### src/rtl/jdcs_pkg.sv
// Package for the joystick drive command shaper: constants, controller states,
// register indexes and the command and status bundles between controller and datapath.
// Depends on nothing.
package jdcs_pkg;

  localparam int unsigned CfgIdxW = 3;
  localparam int unsigned CfgDataW = 18;

  typedef enum logic [CfgIdxW-1:0] {
    REG_RATE_LIMIT_ENABLE   = 3'd0,
    REG_INVERT_IN_REVERSE   = 3'd1,
    REG_SEPARATE_BRAKE_AXIS = 3'd2,
    REG_MAX_SPEED           = 3'd3,
    REG_MAX_ACCEL           = 3'd4,
    REG_MAX_DECEL           = 3'd5,
    REG_MAX_STEER_RATE      = 3'd6,
    REG_MAX_STEER_ANGLE     = 3'd7
  } cfg_reg_e;

  // Deadzone of 0.05 in Q16, one km/h in 1/1024 m/s, 0.01 m/s stop limit.
  localparam logic [16:0] DeadzoneQ16 = 17'd3277;
  localparam logic [8:0]  SpeedStep   = 9'd284;
  localparam logic [16:0] StopLimit   = 17'd11;

  typedef enum logic [1:0] {
    GEAR_PARK    = 2'd0,
    GEAR_REVERSE = 2'd1,
    GEAR_NEUTRAL = 2'd2,
    GEAR_DRIVE   = 2'd3
  } gear_e;

  // Both scaled products are divided by one million. The quotient is taken as
  // floor(floor(n / 64) * R / 2^47) with R = ceil(2^47 / 15625), which is exact for
  // every numerator below 2^39. R is kept as two 17-bit halves.
  localparam logic [38:0] HalfSec  = 39'd500000;
  localparam logic [16:0] RecipLo  = 17'd62487;
  localparam logic [16:0] RecipHi  = 17'd68719;
  localparam int unsigned DivNumW  = 39;
  localparam int unsigned DivQuoW  = 20;

  typedef enum logic [2:0] {
    S_IDLE,
    S_MUL1,
    S_MUL2,
    S_DIVS,
    S_WAITS,
    S_DIVV,
    S_WAITV,
    S_FIN
  } state_e;

  typedef struct packed {
    logic cap;
    logic mul1;
    logic mul2;
    logic div_start;
    logic div_vel;
    logic take_step;
    logic take_vel;
    logic fin;
  } cmd_t;

  typedef struct packed {
    logic div_done;
    logic out_free;
  } status_t;

endpackage

### src/rtl/jdcs_ctrl.sv
// Controller state machine sequencing capture, two multiply steps, two divisions
// and the final update. Depends on jdcs_pkg.
module jdcs_ctrl (
  input  logic               clk_i,
  input  logic               rst_ni,
  input  logic               in_valid_i,
  input  logic               teleop_active_i,
  input  jdcs_pkg::status_t  status_i,
  output logic               in_stall_o,
  output jdcs_pkg::cmd_t     cmd_o
);

  jdcs_pkg::state_e state_q, state_d;

  always_ff @(posedge clk_i or negedge rst_ni) begin
    if (!rst_ni) begin
      state_q <= jdcs_pkg::S_IDLE;
    end else begin
      state_q <= state_d;
    end
  end

  always_comb begin
    state_d    = state_q;
    cmd_o      = '0;
    in_stall_o = (state_q != jdcs_pkg::S_IDLE);
    unique case (state_q)
      jdcs_pkg::S_IDLE: begin
        if (in_valid_i) begin
          cmd_o.cap = 1'b1;
          if (teleop_active_i) state_d = jdcs_pkg::S_MUL1;
        end
      end
      jdcs_pkg::S_MUL1: begin
        cmd_o.mul1 = 1'b1;
        state_d    = jdcs_pkg::S_MUL2;
      end
      jdcs_pkg::S_MUL2: begin
        cmd_o.mul2 = 1'b1;
        state_d    = jdcs_pkg::S_DIVS;
      end
      jdcs_pkg::S_DIVS: begin
        cmd_o.div_start = 1'b1;
        state_d         = jdcs_pkg::S_WAITS;
      end
      jdcs_pkg::S_WAITS: begin
        if (status_i.div_done) begin
          cmd_o.take_step = 1'b1;
          state_d         = jdcs_pkg::S_DIVV;
        end
      end
      jdcs_pkg::S_DIVV: begin
        cmd_o.div_start = 1'b1;
        cmd_o.div_vel   = 1'b1;
        state_d         = jdcs_pkg::S_WAITV;
      end
      jdcs_pkg::S_WAITV: begin
        if (status_i.div_done) begin
          cmd_o.take_vel = 1'b1;
          state_d        = jdcs_pkg::S_FIN;
        end
      end
      jdcs_pkg::S_FIN: begin
        if (status_i.out_free) begin
          cmd_o.fin = 1'b1;
          state_d   = jdcs_pkg::S_IDLE;
        end
      end
      default: state_d = jdcs_pkg::S_IDLE;
    endcase
  end

endmodule

### config.mk
export PLATFORM = sky130hd
export DESIGN_NAME = jdcs_ctrl
export DESIGN_NICKNAME = d
export VERILOG_FILES = /design/src/rtl/jdcs_pkg.sv /design/src/rtl/jdcs_ctrl.sv
export SDC_FILE = /design/constraint.sdc
export NUM_CORES = 1
export LEC_CHECK = 0
export BUFFER_PORTS_ARGS = -buffer_cell sky130_fd_sc_hd__clkbuf_2
export CORE_AREA = 2 2 39 41
export CTS_CLUSTER_SIZE = 28
export DETAILED_ROUTE_END_ITERATION = 10
export DIE_AREA = 0 0 41 43
export GPL_ROUTABILITY_DRIVEN = 1
export GPL_TIMING_DRIVEN = 0
export PLACE_DENSITY = 0.48
export SLEW_MARGIN = 0
export SYNTH_ARGS = -nofsm -noshare
export SYNTH_HDL_FRONTEND = slang
export SYNTH_SLANG_ARGS = --single-unit
### constraint.sdc
create_clock -name clk_i -period 5.1 [get_ports clk_i]
set_clock_uncertainty 0.2 [all_clocks]
set_input_delay 1.02 -clock clk_i [delete_from_list [all_inputs] [get_ports clk_i]]
set_output_delay 1.02 -clock clk_i [all_outputs]
set_load 0.01 [all_outputs]
==> run_results.csv, run 1 <==
group,metric,value,unit
min_path,min_path_type,"in -> async",
global_route,grt_max_degree,11,
logic_synthesis,ys_seq_elements,3,
sta,final_hold_viol_count,0,
placed_design,io_buffers,14,
placed_design,placed_area,395.4,µm²
logic_synthesis,syn-num-nets,45,
sta,slew_violations,0,
cells_and_area,reg.largest.list,"state_q: 3 flops",
die,die_x,41,µm
sta,min_period_over_period,52.06,%
power_and_ir_drop,vdd_drop_max,133.1,µV
cells_and_area,antennaDiodeCount,0,
power_and_ir_drop,leakagePower,0.2419,nW
die,num_rows,14,
clock_network,cts_hold_buf,0,
sta,fmax,376.6,MHz
detailed_routing,ant_nets,0,
detailed_routing,vias,298,
logic_synthesis,syn_avg_cell_area,8.723,µm²
clock_network,ctsHtreeMaxLevel,1,
die,start_util,22.06,%
flow_run,drv_cap,0,
cells_and_area,final_common_cell,"clkbuf_2",
sta,fin_crit,2.655,ns
clock_network,cts_tree,"built",
power_and_ir_drop,power.total,0.2737,mW
clock_network,numCtsBuffers,3,
clock_network,cts_setup_buffers,0,
global_route,grt_pass1_wl,1097,µm
detailed_routing,wl,704,µm
global_route,grt_antenna_before_repair,0,
sta,setup-violations-final,0,
logic_synthesis,synthArstFlopShare,100.0,%
detailed_routing,routedWlPerCell,10.20,µm
logic_synthesis,synthDistinctLibCells,21,
global_route,grt_pass1_vias,278,
cells_and_area,drive_above_1_share,43.40,%
critical_path,cp.arrival,1.44,ns
cells_and_area,n_fill_cell,153,
global_route,track_usage,9.054,%
critical_path,worstSetupPathType,"in -> out",
critical_path,start_kind,"input port",
sta,fin_setup_tns,0,ns
clock_network,clk_pin_slew,0.04,ns
logic_synthesis,netlist_instances,35,
die,core_region_area,0.001384,mm²
clock_network,clockBufferDepth,2,
logic_synthesis,synth_ff_type,"dfrtp_1",
cells_and_area,largest_reg_flops,3,
critical_path,required,3.88,ns
sta,slew_headroom,83.22,%
cells_and_area,nNetsFinal,64,
cells_and_area,postLayoutCellArea,421.7,µm²
die,die-area,0.001763,mm²
cells_and_area,final_cell_mix,"clkbuf_2, inv_1, ha_1",
cells_and_area,regMostFlops,"state_q",
logic_synthesis,ys_seq_area_share,24.59,%
power_and_ir_drop,power_density,649.1,mW/mm²
logic_synthesis,ys_warn_count,0,
critical_path,path_max_fanout,3,
status,status,"finished, final reports clean",
detailed_routing,drt_pass1_iterations,2,
die,num_io_pins,15,
placed_design,place.gp.congestion,0.5827,
cells_and_area,area_growth,38.11,%
detailed_routing,drc,0,
global_route,grt_overflow,0,
clock_network,ctsResizeCount,0,
logic_synthesis,synth_edf_count,0,
sta,worst_slew_pin_slew,0.2517,ns
detailed_routing,drtIter0Drc,4,
sta,rsz0062_at_grt,"no",
clock_network,cts_root_buf,"clkbuf_4",
clock_network,cts.sinks,3,
logic_synthesis,syn_area,305.3,µm²
detailed_routing,via_per_inst,4.319,
clock_network,clk_latency,0.23,ns
die,die_h,43,µm
critical_path,cp-end-kind,"output pin",
-- Yosys cell counts (3+ instances only) --
library cell | count | share of area [%]
nor2_1 | 3 | 3.7
and3_1 | 3 | 6.1
dfrtp_1 | 3 | 25
inv_1 | 4 | 4.9
nand2_1 | 3 | 3.7
ha_1 | 4 | 16
-- metal layers --
layer | GRT usage [%] | up-vias | share of wire [%]
met2 | 15.31 | 8 | 55
met5 | 0 | - | 0
li1 | - | 159 | -
met1 | 9.385 | 131 | 40
met3 | 1.571 | 0 | 4.4
met4 | 6.000 | 0 | 0
-- metrics by stage --
stage               hold slack [ns]  cells  util [%]  worst slack, ns
floorplan                    0.3348     35         -            2.650
global placement             0.3849     65     28.57            2.457
detailed placement           0.3889     65     28.57            2.448
CTS                          0.3701     69     30.47            2.447
global route                 0.3679     69     30.47            2.384
finish                       0.3771     69     30.47            2.445
-- cells by family after synthesis --
logic type | count (synthesis) | share of synthesized area, %
AND/OR/NAND/NOR | 15 | 25.41
AO/OA/AOI/OAI | 6 | 16.80
buffers and inverters | 5 | 8.605
flip-flops | 3 | 24.59
adder cells (fa/ha/maj) | 4 | 16.39
multiplexers | 2 | 8.195
-- final timing paths --
kind | start | endpoint | slack [ns] | cells after the start
hold / removal | rst_ni | state_q[1] | 0.38 | 1
max in group asynchronous | rst_ni | state_q[0] | 4.21 | 1
setup / recovery | status_i[0] | cmd_o[0] | 2.44 | 3
min in group clk_i | state_q[1] | state_q[1] | 0.39 | 1
setup reg to reg | state_q[0] | state_q[1] | 3.36 | 6
hold reg to reg | state_q[1] | state_q[1] | 0.39 | 1
-- area by class of cell --
cell class	count	area, µm²	share of cell area [%]
Clock buffer	4	26.28	6.231
Buffer	1	11.26	2.671
Sequential cell	3	75.07	17.80
Multi-Input combinational cell	27	203.9	48.37
Tap cell	16	20.02	4.748
Inverter	4	15.01	3.561
Timing Repair Buffer	14	70.07	16.62
-- power breakdown --
group          switching [mW]  internal, mW  total, mW
Clock                  0.0116        0.0293     0.0408
Combinational          0.0982        0.0863      0.185
Sequential             0.0110        0.0374     0.0483
-- worst max-delay path, stage by stage --
cell	delay [ns]
clkbuf_2	0.09
and3_2	0.20
clkbuf_2	0.12
No activity file was read; power rests on OpenSTA's default activity.
==> run 2, diff against run 1 <==
==> constraint.sdc (replaced) <==
create_clock -name clk_i -period 2.74 [get_ports clk_i]
set_clock_uncertainty 0.2 [all_clocks]
set_input_delay 0.548 -clock clk_i [delete_from_list [all_inputs] [get_ports clk_i]]
set_output_delay 0.548 -clock clk_i [all_outputs]
set_load 0.01 [all_outputs]
==> run 2 against run 1 <==
  * Via count increased by 2.0%
  * Register-to-register slack got worse by 2.4 ns
  * Setup slack got worse by 1.9 ns
  * Count of clock-buffer cells in the layout unchanged
  * Combinational power increased by 87%
  * Cell area increased by 2.4%
  * Final cell count increased by 1.4%
  * Sequential power increased by 86%
  * Hold slack improved by 0.015 ns
  * Critical path type is now reg -> out
  * Highest routed layer unchanged
==> run_results.csv, run 2 (synthesis gave the netlist of run 1 again) <==
group,metric,value,unit
status,status,"finished, final reports clean",
cells_and_area,drive_above_1_share,42.59,%
cells_and_area,n_fill_cell,154,
cells_and_area,multi_input_area,203.9,µm²
cells_and_area,area_growth,41.39,%
die,core_region_area,0.001384,mm²
sta,fin_crit,2.149,ns
detailed_routing,drtIter0Drc,4,
sta,fin_setup_tns,0,ns
global_route,grt_pass1_vias,278,
clock_network,cts_setup_buffers,0,
power_and_ir_drop,seq_power_share,17.6,%
sta,final_hold_viol_count,0,
critical_path,slowest_delay,0.39,ns
detailed_routing,ant_nets,0,
detailed_routing,vias,304,
detailed_routing,wl,721,µm
cells_and_area,final_common_cell,"clkbuf_2",
global_route,track_usage,9.054,%
die,die_h,43,µm
critical_path,required,1.99,ns
cells_and_area,antennaDiodeCount,0,
clock_network,cts_tree,"built",
critical_path,worstSetupPathType,"reg -> out",
sta,slew_violations,0,
sta,worst_slew_pin_slew,0.2422,ns
sta,slew_headroom,83.76,%
clock_network,cts_root_buf,"clkbuf_4",
cells_and_area,postLayoutCoreUtil,31.19,%
clock_network,ctsHtreeMaxLevel,1,
cells_and_area,ff_latch_area,75.07,µm²
detailed_routing,drc,0,
detailed_routing,via_per_inst,4.343,
critical_path,cp.arrival,1.40,ns
clock_network,cts.sinks,3,
cells_and_area,nNetsFinal,65,
cells_and_area,regMostFlops,"state_q",
detailed_routing,drt_pass1_iterations,4,
clock_network,clk_pin_slew,0.04,ns
critical_path,start_kind,"flop",
die,start_util,22.06,%
sta,setup-violations-final,0,
power_and_ir_drop,clkPwrFrac,14.9,%
power_and_ir_drop,comb_power_share,67.6,%
critical_path,cp.buffers_inverters,2,
global_route,grt_max_degree,11,
cells_and_area,reg.largest.list,"state_q: 3 flops",
min_path,min_path_type,"reg -> reg",
flow_run,drv_cap,0,
power_and_ir_drop,swShare,44.17,%
sta,rsz0062_at_grt,"no",
power_and_ir_drop,vdd_drop_max,249.2,µV
power_and_ir_drop,leakagePower,0.2461,nW
sta,fmax,465.4,MHz
critical_path,crit_chain,"inv_1 > ha_1 > and2_1 > a21o_2 > clkbuf_2",
power_and_ir_drop,power_density,1185,mW/mm²
cells_and_area,final_cell_mix,"clkbuf_2, inv_1, ha_1",
power_and_ir_drop,p_switching,0.2260,mW
clock_network,numCtsBuffers,3,
detailed_routing,routedWlPerCell,10.30,µm
critical_path,path_max_fanout,4,
cells_and_area,largest_reg_flops,3,
global_route,grt_overflow,0,
sta,min_period_over_period,78.42,%
global_route,grt_pass1_wl,1097,µm
placed_design,place.gp.congestion,0.5827,
die,num_rows,14,
die,die-area,0.001763,mm²
critical_path,critPathSlowestCell,"dfrtp_1",
clock_network,cts_hold_buf,1,
die,num_io_pins,15,
global_route,grt_antenna_before_repair,0,
clock_network,clockBufferDepth,2,
power_and_ir_drop,internal_power,0.2857,mW
clock_network,clk_latency,0.23,ns
critical_path,cp_top_family,"flip-flops",
clock_network,ctsResizeCount,0,
placed_design,io_buffers,14,
die,die_x,41,µm
critical_path,cp-end-kind,"output pin",
run 2: cell types whose count changed in the layout (fill, tap and decap cells not counted), sizes merged:
cell | before | now
dlygate4sd3 | 0 | 1
run 2: worst paths after layout:
path / from / to / slack [ns] / cells after the start
max in group asynchronous: rst_ni / state_q[0] / 1.78 / 2
hold reg to reg: state_q[1] / state_q[1] / 0.39 / 1
min in group asynchronous: rst_ni / state_q[1] / 0.45 / 2
setup / recovery: state_q[1] / cmd_o[4] / 0.59 / 5
setup reg to reg: state_q[0] / state_q[1] / 1.00 / 6
hold / removal: state_q[1] / state_q[1] / 0.39 / 1
run 2: cell type report:
type / instances / share of cell area, %
repair buffers: 15 / 18.55
inverters: 4 / 3.478
clock buffers: 4 / 6.087
flip-flops and latches: 3 / 17.39
plain buffers: 1 / 2.609
well taps: 16 / 4.638
multi-input cells: 27 / 47.25
run 2: routing by layer:
metal / part of all wire, % / global-route usage (%) / up-vias
met3: 4.3 / 1.571 / 0
met5: 0 / 0 / -
li1: - / - / 161
met2: 54 / 15.31 / 8
met1: 42 / 9.385 / 135
met4: 0 / 6.000 / 0
run 2: power by group through the flow:
stage,clock network (mW),logic (mW),registers [mW]
2_1_floorplan,0,0.258,0.0852
3_3_place_gp,0,0.344,0.0908
3_5_place_dp,0,0.348,0.0914
4_1_cts,0.0803,0.350,0.0909
5_1_grt,0.0822,0.386,0.0941
6_report,0.0760,0.346,0.0899
run 2: through the flow:
step | area, µm² | worst slack [ns] | total power, mW | hold slack [ns] | std cells
3_3_place_gp | 395.4 | 0.8449 | 0.4347 | 0.1448 | 65
4_1_cts | 431.7 | 0.5686 | 0.5210 | 0.3975 | 70
5_1_grt | 431.7 | 0.4956 | 0.5627 | 0.4300 | 70
6_report | 431.7 | 0.5914 | 0.5117 | 0.3921 | 70
3_5_place_dp | 395.4 | 0.8225 | 0.4393 | 0.1482 | 65
2_1_floorplan | 305.3 | 0.9654 | 0.3430 | 0.05241 | 35
==> run 3, diff against run 2 <==
--- a/config.mk
+++ b/config.mk
@@ -12,7 +12,7 @@
 export DIE_AREA = 0 0 41 43
 export GPL_ROUTABILITY_DRIVEN = 1
 export GPL_TIMING_DRIVEN = 0
-export PLACE_DENSITY = 0.48
+export PLACE_DENSITY = 0.49
 export SLEW_MARGIN = 0
 export SYNTH_ARGS = -nofsm -noshare
 export SYNTH_HDL_FRONTEND = slang
==> constraint.sdc (replaced) <==
create_clock -name clk_i -period 1.9 [get_ports clk_i]
set_clock_uncertainty 0.2 [all_clocks]
set_input_delay 0.38 -clock clk_i [delete_from_list [all_inputs] [get_ports clk_i]]
set_output_delay 0.38 -clock clk_i [all_outputs]
set_load 0.01 [all_outputs]
==> run 3 against run 2 <==
  * First-iteration DRC count did not move
  * Final cell count rose by 4.3%
  * Critical endpoint unchanged
  * Hold slack got worse by 0.15 ns
  * Sequential power rose by 41%
  * Setup slack got worse by 0.55 ns
  * Cell area rose by 14%
  * Critical path depth fell by 1
  * Register-to-register slack got worse by 0.88 ns
==> run_results.csv, run 3 (synthesis gave the netlist of run 1 again) <==
group,metric,value,unit
status,status,"finished, final reports clean",
clock_network,cts.sinks,3,
cells_and_area,drive_above_1_share,57.89,%
critical_path,worstSetupPathType,"reg -> out",
cells_and_area,largest_reg_flops,3,
clock_network,cts_tree,"built",
detailed_routing,drc,0,
global_route,track_usage,9.347,%
critical_path,path_max_fanout,5,
detailed_routing,routedWlPerCell,9.411,µm
sta,slew_violations,0,
die,die_h,43,µm
critical_path,crit_chain,"buf_4 > ha_2 > a21o_2 > buf_6",
detailed_routing,ant_nets,0,
sta,setup-violations-final,0,
sta,min_period_over_period,98.02,%
die,num_rows,14,
sta,slew_headroom,83.98,%
detailed_routing,wl,687,µm
critical_path,critPathSlowestCell,"dfrtp_1",
cells_and_area,final_common_cell,"clkbuf_2",
cells_and_area,fin_cells,73,
global_route,grt_pass1_vias,279,
sta,timing.hold.ws,0.2468,ns
cells_and_area,antennaDiodeCount,0,
flow_run,drv_cap,0,
critical_path,slowest_delay,0.39,ns
sta,fmax,536.9,MHz
detailed_routing,drt_pass1_iterations,4,
clock_network,ctsHtreeMaxLevel,1,
power_and_ir_drop,vdd_drop_max,395.1,µV
die,start_util,22.06,%
detailed_routing,via_per_inst,4.356,
global_route,grt_max_degree,11,
global_route,grt_overflow,0,
placed_design,io_buffers,14,
sta,rsz0062_at_grt,"yes",
detailed_routing,vias,318,
min_path,min_path_type,"in -> reg",
cells_and_area,n_fill_cell,154,
clock_network,numCtsBuffers,3,
global_route,grt_antenna_before_repair,0,
sta,fin_crit,1.862,ns
cells_and_area,regMostFlops,"state_q",
detailed_routing,drtIter0Drc,4,
power_and_ir_drop,power_density,1747,mW/mm²
clock_network,cts_root_buf,"clkbuf_4",
critical_path,start_kind,"flop",
die,die_x,41,µm
clock_network,clk_pin_slew,0.04,ns
placed_design,place.gp.congestion,0.6073,
sta,fin_setup_tns,0,ns
sta,final_hold_viol_count,0,
placed_design,post-dp-hpwl,525.6,µm
die,die-area,0.001763,mm²
critical_path,required,1.32,ns
cells_and_area,nNetsFinal,68,
cells_and_area,area_growth,61.48,%
critical_path,cp.arrival,1.28,ns
die,num_io_pins,15,
placed_design,place_inst,65,
global_route,grt_pass1_wl,1090,µm
clock_network,clockBufferDepth,2,
power_and_ir_drop,leakagePower,0.2583,nW
die,core_region_area,0.001384,mm²
clock_network,clk_latency,0.23,ns
sta,worst_slew_pin_slew,0.2403,ns
cells_and_area,reg.largest.list,"state_q: 3 flops",
critical_path,cp-end-kind,"output pin",
[run 3: repair_timing]
action                     4_1_cts  5_1_grt
buffers inserted                 1        2
setup endpoints to repair        3        6
pin swaps                        0        2
resized for setup                2        9
hold buffers                     1        0
hold endpoints to repair         3        0
[run 3: stage by stage]
stage	area, µm²	util, %	power, mW	setup WS (ns)
global route	493.0	35.62	0.9605	-0.001765
global placement	395.4	28.57	0.6266	0.1615
finish	493.0	35.62	0.8610	0.03753
detailed placement	395.4	28.57	0.6261	0.1571
CTS	444.2	32.10	0.7679	0.0005665
floorplan	305.3	-	0.4946	0.2788
[run 3: layer usage]
layer	vias to the layer above	GRT usage (%)	part of all wire, %
li1	164	-	-
met5	-	0	0
met1	142	9.677	42
met4	0	6.000	0
met3	0	4.712	4.4
met2	12	14.06	54
[run 3: worst paths after layout]
path	end	slack (ns)	start	depth (start not counted)
min in group asynchronous	state_q[2]	0.27	rst_ni	2
setup / recovery	cmd_o[4]	0.04	state_q[1]	4
hold reg to reg	state_q[1]	0.47	state_q[1]	2
setup reg to reg	state_q[1]	0.12	state_q[1]	6
max in group asynchronous	state_q[1]	1.12	rst_ni	2
hold / removal	state_q[2]	0.25	teleop_active_i	3
[run 3: critical path, delay by kind of cell (launching register included)]
| family | cells | cell delay [ns] |
|---|---|---|
| flops | 1 | 0.39 |
| buf+inv | 2 | 0.27 |
| compound gates | 1 | 0.20 |
| fa+ha+maj | 1 | 0.19 |
[run 3: power by group]
group	internal [mW]	switching [mW]	total (mW)
clock	0.0787	0.0338	0.113
combinational	0.324	0.297	0.621
sequential	0.100	0.0268	0.127
total	0.503	0.358	0.861
[run 3: final cells by class]
class                   instances  area (µm²)  area share [%]
inverters                       4       15.01           3.046
multi-input cells              27       236.5           47.97
repair buffers                 18       108.9           22.08
plain buffers                   1       11.26           2.284
well taps                      16       20.02           4.061
flip-flops and latches          3       75.07           15.23
clock buffers                   4       26.28           5.330
